File: src/isa_pkg.sv
// Shared types and constants for the indexed shift array.
// Used by isa_ctrl, isa_dpath and indexed_shift_array_core; no dependencies.
package isa_pkg;

	// Array geometry and field widths
	localparam int DEPTH  = 16;
	localparam int IDX_W  = $clog2(DEPTH);
	localparam int CNT_W  = $clog2(DEPTH + 1);
	localparam int WORD_W = 32;
	localparam int ACT_W  = 2;
	localparam int STAT_W = 2;
	localparam int OUT_CNT_W = 5;

	// Stream payload widths, padded to whole bytes
	localparam int S_DATA_W = ((ACT_W + IDX_W + WORD_W + 7) / 8) * 8;
	localparam int M_DATA_W = ((WORD_W + OUT_CNT_W + STAT_W + 7) / 8) * 8;

	// Request action codes
	typedef enum logic [ACT_W-1:0] {
		ACT_READ   = 2'd0,
		ACT_APPEND = 2'd1,
		ACT_INSERT = 2'd2,
		ACT_REMOVE = 2'd3
	} action_e_t;

	// Result status codes
	typedef enum logic [STAT_W-1:0] {
		ST_OK    = 2'd0,
		ST_RANGE = 2'd1,
		ST_FULL  = 2'd2,
		ST_EMPTY = 2'd3
	} status_e_t;

	// Datapath operation chosen by the controller
	typedef enum logic [2:0] {
		OP_NONE   = 3'd0,
		OP_READ   = 3'd1,
		OP_APPEND = 3'd2,
		OP_INSERT = 3'd3,
		OP_REMOVE = 3'd4
	} op_e_t;

	// Controller to datapath
	typedef struct packed {
		logic      capture;
		logic      exec;
		op_e_t     op;
		status_e_t status;
	} dp_cmd_t;

	// Datapath to controller
	typedef struct packed {
		action_e_t action;
		logic      empty;
		logic      full;
		logic      idx_ge_count;
		logic      idx_gt_count;
	} dp_stat_t;

endpackage

File: src/isa_dpath.sv
// Datapath of the indexed shift array: request register, row of shifting
// cells, fill count and result register. Depends on isa_pkg.
module isa_dpath (
	input  logic                             clk,
	input  logic                             arst_n,
	input  isa_pkg::dp_cmd_t                 cmd,
	input  logic [isa_pkg::ACT_W-1:0]        action,
	input  logic [isa_pkg::IDX_W-1:0]        index,
	input  logic signed [isa_pkg::WORD_W-1:0] value,
	output isa_pkg::dp_stat_t                stat,
	output logic signed [isa_pkg::WORD_W-1:0] read_value,
	output logic [isa_pkg::OUT_CNT_W-1:0]    count,
	output isa_pkg::status_e_t               status
);
	import isa_pkg::*;

	logic [ACT_W-1:0]  action_q;
	logic [IDX_W-1:0]  idx_q;
	logic [WORD_W-1:0] value_q;
	logic [CNT_W-1:0]  fill_count_q;
	logic [WORD_W-1:0] entry_q [DEPTH];
	logic [WORD_W-1:0] read_value_q;
	status_e_t         status_q;
	logic [CNT_W-1:0]  idx_ext;

	// Request register
	always_ff @(posedge clk) begin
		if (cmd.capture) begin
			action_q <= action;
			idx_q    <= index;
			value_q  <= value;
		end
	end

	// Flags for the controller's decision
	assign idx_ext = CNT_W'(idx_q);
	assign stat.action       = action_e_t'(action_q);
	assign stat.empty        = (fill_count_q == '0);
	assign stat.full         = (fill_count_q == CNT_W'(DEPTH));
	assign stat.idx_ge_count = (idx_ext >= fill_count_q);
	assign stat.idx_gt_count = (idx_ext > fill_count_q);

	// Cells: each loads the new word, its lower or its upper neighbour
	for (genvar i = 0; i < DEPTH; i++) begin : g_cell
		logic [WORD_W-1:0] below_w;
		logic [WORD_W-1:0] above_w;

		if (i == 0) begin : g_lo
			assign below_w = value_q;
		end else begin : g_lo
			assign below_w = entry_q[i-1];
		end
		if (i == DEPTH - 1) begin : g_hi
			assign above_w = entry_q[i];
		end else begin : g_hi
			assign above_w = entry_q[i+1];
		end

		always_ff @(posedge clk) begin
			if (cmd.exec) begin
				unique case (cmd.op)
					OP_APPEND: begin
						if (fill_count_q[IDX_W-1:0] == IDX_W'(i))
							entry_q[i] <= value_q;
					end
					OP_INSERT: begin
						if (idx_q == IDX_W'(i))
							entry_q[i] <= value_q;
						else if (idx_q < IDX_W'(i))
							entry_q[i] <= below_w;
					end
					OP_REMOVE: begin
						if (idx_q <= IDX_W'(i))
							entry_q[i] <= above_w;
					end
					default: ;
				endcase
			end
		end
	end

	// Live count
	always_ff @(posedge clk or negedge arst_n) begin
		if (!arst_n) begin
			fill_count_q <= '0;
		end else if (cmd.exec) begin
			unique case (cmd.op)
				OP_APPEND, OP_INSERT: fill_count_q <= fill_count_q + CNT_W'(1);
				OP_REMOVE:            fill_count_q <= fill_count_q - CNT_W'(1);
				default: ;
			endcase
		end
	end

	// Result register; count follows the fill count, which holds until the next execute
	always_ff @(posedge clk) begin
		if (cmd.exec) begin
			read_value_q <= (cmd.op == OP_READ) ? entry_q[idx_q] : '0;
			status_q     <= cmd.status;
		end
	end

	assign read_value = read_value_q;
	assign count      = OUT_CNT_W'(fill_count_q);
	assign status     = status_q;

endmodule

File: src/isa_ctrl.sv
// Controller of the indexed shift array: accept/execute sequencing, error
// decode and the result valid flag. Depends on isa_pkg.
module isa_ctrl (
	input  logic              clk,
	input  logic              arst_n,
	input  logic              s_tvalid,
	output logic              s_tready,
	output logic              m_tvalid,
	input  logic              m_tready,
	input  isa_pkg::dp_stat_t stat,
	output isa_pkg::dp_cmd_t  cmd
);
	import isa_pkg::*;

	typedef enum logic [1:0] {
		S_IDLE = 2'b01,
		S_EXEC = 2'b10
	} state_e_t;

	state_e_t  state_q;
	logic      out_valid_q;
	logic      exec_go;
	op_e_t     op_w;
	status_e_t st_w;

	assign s_tready = (state_q == S_IDLE);
	assign exec_go  = (state_q == S_EXEC) && (!out_valid_q || m_tready);

	// Outcome of the held request
	always_comb begin
		op_w = OP_NONE;
		st_w = ST_OK;
		unique case (stat.action)
			ACT_READ: begin
				if (stat.empty)             st_w = ST_EMPTY;
				else if (stat.idx_ge_count) st_w = ST_RANGE;
				else                        op_w = OP_READ;
			end
			ACT_APPEND: begin
				if (stat.full) st_w = ST_FULL;
				else           op_w = OP_APPEND;
			end
			ACT_INSERT: begin
				if (stat.full)              st_w = ST_FULL;
				else if (stat.idx_gt_count) st_w = ST_RANGE;
				else                        op_w = OP_INSERT;
			end
			ACT_REMOVE: begin
				if (stat.empty)             st_w = ST_EMPTY;
				else if (stat.idx_ge_count) st_w = ST_RANGE;
				else                        op_w = OP_REMOVE;
			end
			default: ;
		endcase
	end

	assign cmd.capture = s_tvalid && s_tready;
	assign cmd.exec    = exec_go;
	assign cmd.op      = exec_go ? op_w : OP_NONE;
	assign cmd.status  = st_w;

	// State machine
	always_ff @(posedge clk or negedge arst_n) begin
		if (!arst_n) begin
			state_q <= S_IDLE;
		end else begin
			unique case (state_q)
				S_IDLE:  if (s_tvalid) state_q <= S_EXEC;
				S_EXEC:  if (exec_go)  state_q <= S_IDLE;
				default: state_q <= S_IDLE;
			endcase
		end
	end

	// Result valid flag
	always_ff @(posedge clk or negedge arst_n) begin
		if (!arst_n) begin
			out_valid_q <= 1'b0;
		end else if (exec_go) begin
			out_valid_q <= 1'b1;
		end else if (m_tready) begin
			out_valid_q <= 1'b0;
		end
	end

	assign m_tvalid = out_valid_q;

endmodule

File: src/indexed_shift_array_core.sv
// Top level of the indexed shift array: stream ports around isa_ctrl and
// isa_dpath. Depends on isa_pkg, isa_ctrl, isa_dpath.
//
//  channel   | dir | handshake          | payload
//  ----------+-----+--------------------+-------------------------------------
//  request   | in  | s_tvalid/s_tready  | s_tdata: action, index, value
//  result    | out | m_tvalid/m_tready  | m_tdata: read_value, count, status
//
// Each item is first registered, then run on all cells at once in the execute
// state, which loads the result register. The two-state controller takes no
// new request until the current one has executed.
// The execute cycle waits while an earlier result is still held unaccepted.
// Reset clears the count and handshake state; cell contents are left as is.
module indexed_shift_array_core (
	input  logic                           clk,
	input  logic                           arst_n,
	input  logic                           s_tvalid,
	output logic                           s_tready,
	// [1:0] action, [5:2] index, [37:6] value, [39:38] zero
	input  logic [isa_pkg::S_DATA_W-1:0]   s_tdata,
	output logic                           m_tvalid,
	input  logic                           m_tready,
	// [31:0] read_value, [36:32] count, [38:37] status, [39] zero
	output logic [isa_pkg::M_DATA_W-1:0]   m_tdata
);
	import isa_pkg::*;

	dp_cmd_t                  cmd;
	dp_stat_t                 stat;
	logic signed [WORD_W-1:0] read_value;
	logic [OUT_CNT_W-1:0]     count;
	status_e_t                status;

	isa_ctrl u_ctrl (
		.clk      (clk),
		.arst_n   (arst_n),
		.s_tvalid (s_tvalid),
		.s_tready (s_tready),
		.m_tvalid (m_tvalid),
		.m_tready (m_tready),
		.stat     (stat),
		.cmd      (cmd)
	);

	isa_dpath u_dpath (
		.clk        (clk),
		.arst_n     (arst_n),
		.cmd        (cmd),
		.action     (s_tdata[ACT_W-1:0]),
		.index      (s_tdata[ACT_W +: IDX_W]),
		.value      (s_tdata[ACT_W + IDX_W +: WORD_W]),
		.stat       (stat),
		.read_value (read_value),
		.count      (count),
		.status     (status)
	);

	// Result packing
	assign m_tdata = {{(M_DATA_W - WORD_W - OUT_CNT_W - STAT_W){1'b0}},
		status, count, read_value};

	// Count never goes past the capacity
	a_count_bound: assert property (@(posedge clk) disable iff (!arst_n)
		count <= OUT_CNT_W'(DEPTH))
		else $error("count above capacity");

	// A request is held for execution before the next is taken
	a_accept_exec: assert property (@(posedge clk) disable iff (!arst_n)
		(s_tvalid && s_tready) |=> !s_tready)
		else $error("request taken during execute");

	// A full report comes only with a full array
	a_full_count: assert property (@(posedge clk) disable iff (!arst_n)
		(m_tvalid && status == ST_FULL) |-> (count == OUT_CNT_W'(DEPTH)))
		else $error("full status with room left");

	// An empty report comes only with an empty array
	a_empty_count: assert property (@(posedge clk) disable iff (!arst_n)
		(m_tvalid && status == ST_EMPTY) |-> (count == '0))
		else $error("empty status with entries present");

	// A non-zero read word only comes with an ok status
	a_read_ok: assert property (@(posedge clk) disable iff (!arst_n)
		(m_tvalid && read_value != '0) |-> (status == ST_OK))
		else $error("read word on an error result");

endmodule
File: config.mk
export PLATFORM = sky130hd
export DESIGN_NAME = indexed_shift_array_core
export DESIGN_NICKNAME = d
export VERILOG_FILES = /design/src/isa_pkg.sv /design/src/isa_dpath.sv /design/src/isa_ctrl.sv /design/src/indexed_shift_array_core.sv
export SDC_FILE = /design/constraint.sdc
export NUM_CORES = 1
export LEC_CHECK = 0
export BUFFER_PORTS_ARGS = -buffer_cell sky130_fd_sc_hd__buf_2
export CAP_MARGIN = 40
export CELL_PAD_IN_SITES_DETAIL_PLACEMENT = 1
export CELL_PAD_IN_SITES_GLOBAL_PLACEMENT = 2
export CORE_UTILIZATION = 40
export CTS_CLUSTER_DIAMETER = 120
export DETAILED_ROUTE_END_ITERATION = 10
export GPL_ROUTABILITY_DRIVEN = 0
export PLACE_DENSITY = 0.78
export REMOVE_ABC_BUFFERS = 1
export SETUP_SLACK_MARGIN = 0.1
export SLEW_MARGIN = 0
export SYNTH_ARGS = -nofsm -noshare
export SYNTH_HDL_FRONTEND = slang
export SYNTH_SLANG_ARGS = --single-unit
File: constraint.sdc
create_clock -name clk -period 10.3 [get_ports clk]
set_input_delay 0 -clock clk [delete_from_list [all_inputs] [get_ports clk]]
set_output_delay 0 -clock clk [all_outputs]
set_load 0.02 [all_outputs]
== Word-level counts from Yosys, hierarchy flattened ==
Memory sizes are Yosys's and may differ from the RTL's. A register that Yosys moved wholly into a read port is not among the register bits.
Index checks and enable logic that the tools add are counted.

* Memories: 1
* Flip-flop bits (word level): 48
* Memory bits (writable): 512
* Output and inout port bits: 42
* Input bits: 44

* Magnitude comparators: 34
* Add/subtract/negate cells: 2
* Reduce and logical (&&, ||, !) cells: 15
* Bitwise logic cells: 48
* Eq/ne operators: 42
* Mux-type cells: 341

{| class="wikitable"
|+ Memory list
! memory !! depth !! width !! rd ports !! clocked after Yosys merged registers in !! write ports !! line !! RTL
|-
| u_dpath.entry_q || 16 || 32 || 17 || 1 || 16 || isa_dpath.sv:21 || <nowiki>logic [WORD_W-1:0] entry_q [DEPTH];</nowiki>
|}

{| class="wikitable"
|+ Operators with widths
! operator !! count
|-
| $mux 32 || 48
|-
| $mux 1 || 277
|-
| $eq 4x4->1 const B || 16
|-
| $or 1x1->1 || 48
|-
| $eq 4x3->1 const B || 8
|-
| $le 4x4->1 const B || 8
|-
| $lt 4x4->1 const B || 8
|-
| $eq 4x2->1 const B || 4
|-
| $le 4x3->1 const B || 4
|-
| $lt 4x3->1 const B || 4
|-
| $mux 3 || 5
|-
| $mux 2 || 7
|-
| $pmux 3 s4 || 1
|-
| $pmux 5 s2 || 1
|-
| $eq 4x1->1 const B || 2
|-
| $le 4x1->1 const B || 2
|-
| $le 4x2->1 const B || 2
|-
| $logic_not 4->1 || 2
|-
| $lt 4x1->1 const B || 2
|-
| $lt 4x2->1 const B || 2
|-
| $eq 2x2->1 const B || 3
|-
| $eq 3x2->1 const B || 2
|-
| $pmux 2 s3 || 1
|-
| $add 5x1->5 const B || 1
|-
| other kinds (18) || 24
|}

== Logic depth before layout (Yosys ltp) ==
* Depth in word-level cells: 12
* Mapped depth: 17
* Depth with buffers taken out: 12

== Cells and area by module ==
Synthesis repeated with hierarchy kept, for this count alone.

* Cells, all modules: 2669
* Area total of the unflattened synthesis: 32472.4 um2

{| class="wikitable"
|+ Modules (own cells, without submodules)
! module !! instances !! cells an instance !! area each (um2)
|-
| isa_dpath || 1 || 2630 || 32150.8
|-
| isa_ctrl || 1 || 37 || 310.3
|-
| indexed_shift_array_core || 1 || 2 || 11.3
|}

== Least setup slack after synthesis ==
Ideal clock, no wire load.

* Path type: reg-to-reg
* From: register u_dpath.idx_q[0]
* To: memory u_dpath.entry_q[8][0], enable pin
* Stages on the path, launching flop included: 16
* Clock period less this slack: 5977 ps
* Data required time: 9828 ps
* Setup time: 472 ps
* Data arrival time: 5505 ps
* Buffers on the path: 6
* Path slack: 4323 ps
* Path through: edfxtp_1 buf_2 buf_2 clkbuf_1 buf_1 inv_1 ha_1 and4b_1 nor3_1 o211ai_2 o21ai_1 buf_2 buf_6 nor2_2 nand3_1 o32ai_1

{| class="wikitable"
|+ RTL lines
! element !! line !! RTL
|-
| start, declared || isa_dpath.sv:18 || <nowiki>logic [IDX_W-1:0] idx_q;</nowiki>
|-
| start signal, assigned || isa_dpath.sv:30 || <nowiki>idx_q <= index;</nowiki>
|-
| end, declared || isa_dpath.sv:21 ||
|}

==> results.md <==
* **outcome** complete, no violations
* **leading cell types in the layout, fill and taps excluded** nand2_1 (838), edfxtp_1 (584), nor2_1 (412)
* **Final Hold Vio Count** 0
* **number of design-rule violations left by the first detailed-router iteration** 2523
* **Reg-to-Reg End** u_dpath.entry_q[14][7]
* **post-cts resize count** 0
* **clock-pin slew reported for the worst setup and hold paths after clock tree synthesis** 0.05 ns
* **worst IR drop on VDD** 0.136 mV
* **total wirelength of the detailed-routed design** 125000 µm
* **shortest clock period the worst path allows after layout** 5.58 ns
* **capture endpoint of the worst hold path** u_dpath.g_cell[0].below_w[16]
* **worst hold-check slack** 0.0900 ns
* **proportion of synthesized flip-flops having asynchronous set or reset** 1.35%
* **classification of the worst setup path** reg -> reg
* **Core Rows** 104
* **Vias/cell** 6.29
* **Synth Register Bits** 592
* **via count of the first global-routing pass** 27300
* **all-layer global routing usage** 30.4%
* **Initial DRT Pass Iterations** 5
* **count of maximum capacitance violations** 0
* **initial antenna violation count** 0
* **maximum clock insertion buffer count** 3
* **Critical Path End Type** flip-flop
* **Flop pwr share** 47.3%
* **Power Dens Cells** 162 mW/mm²
* **relative max-transition margin** 35.0%
* **worst-case reg-to-reg path depth** 13
* **final worst-path cycle share** 54.2%
* **Synth Warn #** 0
* **Worst-Skew Late Latency** 0.63 ns
* **largest net degree at the start of global routing** 106
* **Internal Dissipation** 4.44 mW
* **post-detailed-placement half-perimeter wirelength** 72800 µm
* **crit path launch type** flip-flop
* **signal arrival time at the worst endpoint** 5.90 ns
* **number of top-level design ports** 86
* **combinational fraction of design power** 10.9%
* **Worst R2R Setup Slack** 4.72 ns
* **wire length per cell** 30.1 µm
* **wire length of the first global-routing pass** 184000 µm
* **number of antenna cells inserted** 0
* **cell depth of the worst hold path** 2
* **setup repair after global routing missed its margin** no
* **Req. time, crit path** 10.62 ns
* **total net switching power** 1.55 mW
* **Final Core Density** 45.9%
* **worst slack after detailed placement** 4.73 ns
* **Max Fclk** 179 MHz
* **ratio of cells with drive above 1 in the final layout** 17.8%
* **worst min-delay path startpoint** s_tdata[22]
* **endpoints failing setup** 0
* **most frequently used flop master after synthesis** edfxtp_1
* **largest fanout of any net on the critical path** 100
* **synthesized instance count** 3018
* **total global routing overflow** 0
* **largest clock skew in the final design** 0.0247 ns
* **EDFF count, synth** 584
* **clock tree from TritonCTS** built
* **Leak Pwr** 13.1 nW
* **Total Die Area** 0.0824 mm²
* **number of port buffers** 82
* **core region area** 0.0804 mm²
* **synthesized cell area** 0.0325 mm²
* **H-tree level count** 3
* **relative area change from synthesis to final layout** 13.5%
* **die width** 287 µm
* **Final Total Pwr** 5.99 mW
* **height of the die** 287 µm
* **TritonCTS sink count** 592
* **clock group share of total power** 41.8%
* **Final TNS setup** 0 ns
* **most common library cell in the layout ignoring fill and taps** nand2_1
* **launch point of the worst reg-to-reg path** u_dpath.idx_q[0]
* **Net Sw Frac** 25.8%
* **initial core utilization** 40.4%
* **cell chosen for the clock root** clkbuf_16
* **share of synthesized area occupied by flip-flops and latches** 54.6%
* **DRC errors left** 0
* **synth unique cells** 59
* **nets** 3089
* **Post-Syn Area per Cell** 10.8 µm²
* **total vias in the final route** 26100
* **remaining antenna violation count** 0
* **final setup slack of the worst path** 4.72 ns
* **actual slew at the worst max-slew pin** 0.975 ns
* **number of slew-limit violations in the final report** 0
* **number of buffers created by CTS** 73
* **worst min-delay path category** in -> reg
[worst max path at each step]
stage                           from                 endpoint  slack (ns)
finish              u_dpath.idx_q[0]   u_dpath.entry_q[14][7]        4.72
global route        u_dpath.idx_q[0]   u_dpath.entry_q[14][7]        4.49
CTS                 u_dpath.idx_q[0]  u_dpath.entry_q[14][26]        4.72
detailed placement  u_dpath.idx_q[0]  u_dpath.entry_q[14][12]        4.73
global placement    u_dpath.idx_q[0]  u_dpath.entry_q[14][12]        4.26
floorplan           u_dpath.idx_q[0]    u_dpath.entry_q[8][0]       -0.13
[cells in the mapped netlist, drive strengths merged, types with 9 or more instances]
cell,number,share of area (%)
ha,11,0.42
nand3,19,0.43
nor3,10,0.25
mux2i,26,0.80
a21oi,77,1.2
and3,9,0.17
clkbuf,104,1.2
mux4,160,11
edfxtp,584,54
a31oi,356,6.9
nor2b,35,0.67
buf,165,2.5
nor2,414,4.8
a22oi,49,1.1
inv,10,0.12
nand2,851,9.8
mux2,64,2.2
[flip-flops by register name, summed over array words and instances (netlist names)]
signal and count:
u_ctrl.m_tvalid 1, u_ctrl.state_q 2, u_dpath.action_q 2, u_dpath.count 5, u_dpath.entry_q 512, u_dpath.g_cell.below_w 32, u_dpath.idx_q 4, u_dpath.read_value 32
u_dpath.status 2
[cell type report]
type	count	area [µm²]
well taps	1060	1330
inverters	10	38.8
flip-flops and latches	592	17700
clock buffers	97	2010
multi-input cells	2147	13800
clock inverters	29	209
fillers	8673	43500
repair buffers	209	1760
[power groups by stage]
| stage | Combinational (mW) | Sequential, mW | Clock [mW] |
|---|---|---|---|
| after floorplan | 0.414 | 2.88 | 0 |
| after global placement | 0.612 | 2.87 | 0 |
| after detailed placement | 0.644 | 2.88 | 0 |
| after CTS | 0.658 | 2.83 | 2.54 |
| after global routing | 0.708 | 2.84 | 2.61 |
| final | 0.653 | 2.83 | 2.50 |
[metrics by stage]
stage | instances | area [µm²]
finish | 4144 | 36900
CTS | 4144 | 36900
global placement | 3956 | 33800
detailed placement | 3977 | 34300
floorplan | 2749 | 31300
global route | 4144 | 36900
[cell families after synthesis]
| family | after synthesis | share of synthesized area, % |
|---|---|---|
| AND/OR/NAND/NOR | 1364 | 16.8 |
| other | 1 | 0.0115 |
| adder cells (fa/ha/maj) | 12 | 0.485 |
| XOR/XNOR | 4 | 0.108 |
| flip-flops | 592 | 54.6 |
| multiplexers | 250 | 14.1 |
| buffers and inverters | 279 | 3.84 |
| AO/OA/AOI/OAI | 516 | 10.1 |
[what timing repair did]
action                                 in CTS  in global routing
setup endpoints to repair                   0                  0
endpoints found under the hold margin      49                  0
buffers inserted                            0                  0
hold buffers                               41                  0
[layer usage]
metal  track usage [%]  share of wire [%]  routed length (µm)
met1              38.3                 39               49100
met3              4.86                7.1                8810
met5                 0                  0                   0
met4              13.2                4.3                5390
met2              51.5                 49               61400
[worst max-delay path, stage by stage (launching register included)]
cell and delay, ns:
edfxtp_1 0.37, buf_12 0.61, inv_1 0.11, ha_1 0.21, and4b_1 0.32, nor3_1 0.11, o211ai_4 0.44, buf_4 0.42
o21a_1 0.73, nor2_1 0.17, nand2_2 0.55, buf_4 0.52, o211ai_1 0.20, buf_4 0.32
(Power assumes the default switching activity.)
